--- src/hw/rtl/hbtq_pkg.sv ---
// shared types and constants of the heartbeat timer queue
package hbtq_pkg;

	localparam int QUEUE_DEPTH = 32;
	localparam int MAX_RESULTS = 32;
	localparam int CNT_W = $clog2(QUEUE_DEPTH + 1);
	localparam int TIME_W = 32;
	localparam int CONN_W = 16;
	localparam int SEQ_W = 32;
	localparam int WAIT_W = 16;

	localparam logic [1:0] KIND_ADD = 2'd0;
	localparam logic [1:0] KIND_DEL = 2'd1;
	localparam logic [1:0] KIND_TICK = 2'd2;
	localparam logic [1:0] KIND_CLR = 2'd3;

	localparam logic [2:0] STAT_ADDED = 3'd0;
	localparam logic [2:0] STAT_FULL = 3'd1;
	localparam logic [2:0] STAT_DELETED = 3'd2;
	localparam logic [2:0] STAT_EXPIRED = 3'd3;
	localparam logic [2:0] STAT_NONE = 3'd4;
	localparam logic [2:0] STAT_CLEARED = 3'd5;

	localparam logic CFG_WAIT = 1'b0;
	localparam logic CFG_KICK = 1'b1;

	typedef enum logic [2:0] {
		ST_IDLE, ST_ADD, ST_DEL, ST_SCAN, ST_POP, ST_CLR
	} state_t;

	typedef enum logic [2:0] {
		OP_NONE, OP_ADD, OP_DEL, OP_SCAN, OP_POP, OP_CLR
	} op_t;

	typedef struct packed {
		logic latch;
		op_t op;
	} cmd_t;

	typedef struct packed {
		logic del_hit;
		logic scan_zero;
		logic pop_last;
	} stat_t;

	typedef struct packed {
		logic [TIME_W-1:0] expiry;
		logic [CONN_W-1:0] conn;
		logic [SEQ_W-1:0] seq;
	} entry_t;

endpackage

--- src/hw/rtl/hbtq_ctrl.sv ---
// sequencer of the heartbeat timer queue
module hbtq_ctrl import hbtq_pkg::*; (
	input logic clk,
	input logic arst_n,
	input logic start,
	input logic [1:0] kind,
	input stat_t st,
	output cmd_t cmd,
	output logic busy
);

	state_t state_q, state_d;

	always_ff @(posedge clk or negedge arst_n) begin
		if (!arst_n) begin
			state_q <= ST_IDLE;
		end else begin
			state_q <= state_d;
		end
	end

	always_comb begin
		state_d = state_q;
		cmd.latch = 1'b0;
		cmd.op = OP_NONE;
		busy = 1'b1;
		unique case (state_q)
			ST_IDLE: begin
				busy = 1'b0;
				if (start) begin
					cmd.latch = 1'b1;
					unique case (kind)
						KIND_ADD: state_d = ST_ADD;
						KIND_DEL: state_d = ST_DEL;
						KIND_TICK: state_d = ST_SCAN;
						KIND_CLR: state_d = ST_CLR;
						default: state_d = ST_IDLE;
					endcase
				end
			end
			ST_ADD: begin
				cmd.op = OP_ADD;
				state_d = ST_IDLE;
			end
			ST_CLR: begin
				cmd.op = OP_CLR;
				state_d = ST_IDLE;
			end
			ST_DEL: begin
				cmd.op = OP_DEL;
				if (!st.del_hit) state_d = ST_IDLE;
			end
			ST_SCAN: begin
				cmd.op = OP_SCAN;
				state_d = st.scan_zero ? ST_IDLE : ST_POP;
			end
			ST_POP: begin
				cmd.op = OP_POP;
				if (st.pop_last) state_d = ST_IDLE;
			end
			default: state_d = ST_IDLE;
		endcase
	end

endmodule

--- config.mk ---
export PLATFORM = sky130hd
export DESIGN_NAME = hbtq_ctrl
export DESIGN_NICKNAME = d
export VERILOG_FILES = /design/src/hw/rtl/hbtq_pkg.sv /design/src/hw/rtl/hbtq_ctrl.sv
export SDC_FILE = /design/constraint.sdc
export NUM_CORES = 1
export LEC_CHECK = 0
export BUFFER_PORTS_ARGS = -buffer_cell sky130_fd_sc_hd__buf_2
export CORE_AREA = 2 2 39 41
export DETAILED_ROUTE_END_ITERATION = 10
export DIE_AREA = 0 0 41 43
export HOLD_SLACK_MARGIN = 0.12
export SLEW_MARGIN = 20
export SYNTH_ARGS = -nofsm -noshare
export SYNTH_HDL_FRONTEND = slang
export SYNTH_SLANG_ARGS = --single-unit
--- constraint.sdc ---
create_clock -name clk -period 1.2 [get_ports clk]
set_input_delay 0.12 -clock clk [delete_from_list [all_inputs] [get_ports clk]]
set_output_delay 0.12 -clock clk [all_outputs]
set_load 0.02 [all_outputs]
* Word-level counts from Yosys, hierarchy flattened *
Cells that the tools add are included.

storage, ports and cells
  output and inout bits = 5
  input port bits = 8
  register bits = 3

cells by class
  reduce and logical (&&, ||, !) cells = 3
  muxes and demuxes = 10
  eq/ne operators = 11

operators by type and width
  cell                  number
  $pmux W3 S4           2
  $pmux W3 S5           1
  $mux W3               4
  $eq A3 B2 Y1 const B  2
  $eq A3 B3 Y1 const B  2
  $ne A2 B2 Y1 const B  3
  $eq A2 B2 Y1 const B  2
  $eq A3 B1 Y1 const B  1
  $logic_not A3 Y1      1
  $mux W1               3
  $reduce_and A3 Y1     1
  $eq A2 B1 Y1 const B  1
  $logic_not A2 Y1      1

* Depth between registers and ports, before layout *
  depth in word-level cells = 4
  depth in mapped cells = 4
  depth with buffers taken out = 4

* Worst setup path before layout *
No wires, ideal clock.

  kind = register to register
  start point = reg state_q[1]
  end point = reg state_q[2]
  path slack = -0.102 ns
  clock period less this slack = 1.302 ns
  buffers on the path = 0
  arrival = 1.236 ns
  data required time = 1.134 ns
  cell stages (with the launch flop) = 3
  path through = dfrtp_1 > nor4b_2 > a211o_1

between the ends
  longest elaborated chain between the ends = 3
  elaborated cells between the ends (all ways) = 9
  classes of those cells = eq/ne (6); mux (1); reduce/logical (2)

ends and longest elaborated chain
  what                                        line             source
  from (decl)                                 hbtq_ctrl.sv:12  state_t state_q, state_d;
  from (signal assigned)                      hbtq_ctrl.sv:18  state_q <= state_d;
  $eq A3 B2 Y1, or another cell as far along  hbtq_ctrl.sv:27  unique case (state_q)
  $ne A2 B2 Y1 (no line)                      n/a
  $reduce_and A3 Y1 (no line)                 n/a

Several ways; a longest one is shown, not always the timed one.
A chain may end at the register's enable or synchronous reset.

==> results.tsv <==
stage	metric	value	unit
drt	drt_wl_total	734	um
sta	drv_slew	0	
cells_and_area	largest_registers	state_q (3)	
critical_path	worstPathRequired	1.08	ns
critical_path	critPathMaxFanout	3	
placed_design	port_buffers	12	
clock_tree	clk_latency	0.23	ns
synthesis	synth-compound-area-share	14.5	%
critical_path	slowest_delay	0.43	ns
synthesis	yosys.area_share.adder	21.5	%
sta	relSlewSlack	82.5	%
drt	drc	0	
global_route	grt_pass1_wl	910	um
sta	setup_viol	6	
pwr	pwr-share-comb	57.9	%
critical_path	cp.arrival	1.31	ns
clock_tree	cts_sinks	3	
drt	drt-pass1-iter-count	2	
critical_path	crit_path_top_delay_cell	dfrtp_2	
drt	drtIter0Drc	1	
critical_path	start_kind	register	
synthesis	syn_avg_cell_area	10.6	um^2
synthesis	synthXorXnorAreaFrac	0	%
pwr	power.internal	516	uW
cells_and_area	finalNetCount	62	
job	cap_violations	0	
worst_hold_path	hold_depth	3	
synthesis	synth_top_area_share	32.3	%
pwr	switching_share	34.5	%
clock_tree	cts_tree	yes	
sta	rsz0062_at_grt	yes	
clock_tree	root_buffer	clkbuf_4	
pwr	clkPwrFrac	22.1	%
clock_tree	cts.path.max_buffers	2	
cells_and_area	largest_reg_flops	3	
critical_path	critPathCaptureType	output pin	
sta	period_minus_slack	1.43	ns
critical_path	cp_cell_sequence	ha_4 > nor2_1 > o21a_2 > buf_6	
synthesis	muxShareOfSynthArea	0	%
floorplan	core	0.00138	mm^2
synthesis	synth_top_family_by_area	simple AND/OR/NAND/NOR gates	
critical_path	path_class	register to output pin	
floorplan	num_io_pins	13	
drt	ant_nets	0	
cells_and_area	area_delta_synth_final	118	%
sta	fmax	698	MHz
clock_tree	cts_buffers	3	
global_route	grt_pass1_vias	251	
pwr	ir_drop	0.497	mV
synthesis	synthCells	22	
sta	setup_ws	-0.233	ns
pwr	pwr-share-seq	19.9	%
cells_and_area	fill_cells	147	
critical_path	cp.depth	4	
cells_and_area	drive_gt1_share	75.5	%
clock_tree	h-tree-depth	1	
placed_design	dp_hpwl	481	um
placed_design	place_inst	55	
cells_and_area	final_cells	65	
cells_and_area	seqCellArea	77.6	um^2
cells_and_area	layout_common_cells	9 x buf_4, 8 x buf_2, 5 x buf_6	
placed_design	gp_congestion	0.657	
global_route	antenna_found_initial	0	
clock_tree	clkSlewWorstSetupHoldPaths	0.04	ns
outcome	violations	setup timing	
synthesis	ys_types	15	
sta	fin_crit_sh	119	%
synthesis	ys_warn_count	0	
floorplan	die_y	43	um
sta	clock_skew	0.00345	ns
global_route	grt_usage	7.82	%
synthesis	yosys.area_share.simple	26.9	%
sta	whs	0.154	ns
floorplan	dieArea	0.00176	mm^2
sta	worst_pin_slew	0.259	ns
floorplan	rows	14	
global_route	grt_overflow	0	
critical_path	worst-path-buf-inv	1	
cells_and_area	multi_input_area	198	um^2
worst_hold_path	min_path_type	input port to register	
synthesis	yosys.area.top_type	dfrtp_1	
synthesis	synth-seq-area-share	32.3	%
floorplan	die_width	41	um
pwr	p_per_area	1550	mW/mm^2
drt	drt-vias-per-instance	4.17	
sta	finalHoldViolCount	0	
floorplan	initial_core_util	16.8	%
outcome	status	finished, violations left	
cells_and_area	top_register	state_q	
drt	vias	271	
global_route	grt_max_degree	7	
cells_and_area	layout_commonest_cell	buf_4	
critical_path	reg2regPathDepth	5	
pwr	p_leak	0.000252	uW
synthesis	synthesis.area	233	um^2
cells_and_area	insertedDiodeCount	0	
critical_path	path_delay_family	flip-flops	
synthesis	synth.area.top_cells	dfrtp_1 32%, ha_1 22%, nor4b_2 6.5%	
pwr	p_sw	272	uW
synthesis	syn_nets	34	
drt	wire_per_inst	11.3	um
synthesis	ys_ff_latch	3	
-- metal layers --
metal,wire [um],GRT usage (%),up-vias
met5,0,0,-
met4,0,6.00,0
met3,48,2.09,0
met1,266,8.33,129
met2,419,12.2,9
li1,-,-,133
-- final cells by class --
cell class                 count  share of cell area [%]
inverter                       3                    2.22
clock buffer                   4                    5.19
timing repair buffer          23                    34.3
multi-input combinational     16                    39.0
sequential                     3                    15.3
tap                           16                    3.95
-- power by group through the flow --
stage / combinational [uW] / clock, uW / sequential [uW]
finish: 456 / 174 / 157
global route: 494 / 197 / 160
CTS: 325 / 185 / 147
detailed placement: 273 / 0 / 153
global placement: 267 / 0 / 153
floorplan: 152 / 0 / 156
-- repair_timing --
item,in CTS,in global routing
pin swaps,3,3
setup endpoints to repair,4,6
gates resized for setup,5,14
hold buffers,1,0
endpoints found under the hold margin,3,0
setup buffers,2,3
gates cloned,0,0
-- synth_stat cells --
library cell,number
o21a_1,1
ha_1,4
or3_1,1
nor2b_1,1
inv_1,3
nand2_1,1
a211o_1,1
nor2_1,1
or3b_1,1
a211oi_2,1
nor4bb_1,1
nor4b_1,1
dfrtp_1,3
a21oi_1,1
nor4b_2,1
-- worst reg2reg max path, stage by stage (launching register included) --
cell,delay (ns)
dfrtp_2,0.43
buf_4,0.16
nor4b_4,0.30
buf_4,0.15
buf_4,0.10
a211o_1,0.12
-- cell families (layout without fill, tap and decap cells) --
logic type | after synthesis | count (layout)
AND/OR/NAND/NOR | 8 | 8
buffers and inverters | 3 | 30
AO/OA/AOI/OAI | 4 | 4
adder cells (fa/ha/maj) | 4 | 4
flip-flops | 3 | 3
-- through the flow --
stage | setup slack, ns | instance area [um^2] | total power, uW | util (%) | setup TNS [ns]
2_1_floorplan | -0.0959 | 235 | 308 | - | -0.185
3_3_place_gp | -0.0815 | 353 | 420 | 25.5 | -0.0844
3_5_place_dp | -0.0798 | 353 | 426 | 25.5 | -0.0935
4_1_cts | -0.268 | 419 | 657 | 30.3 | -0.893
5_1_grt | -0.294 | 507 | 851 | 36.6 | -1.31
6_report | -0.233 | 507 | 788 | 36.6 | -1.06
-- final timing paths --
path / slack [ns] / end / start
max reg2reg: -0.12 / state_q[2] / state_q[2]
min: 0.15 / state_q[1] / st[2]
min reg2reg: 0.56 / state_q[1] / state_q[0]
max in group asynchronous: 0.87 / state_q[1] / arst_n
min in group asynchronous: 0.21 / state_q[2] / arst_n
max: -0.23 / cmd[0] / state_q[2]
(Power assumes the default switching activity.)
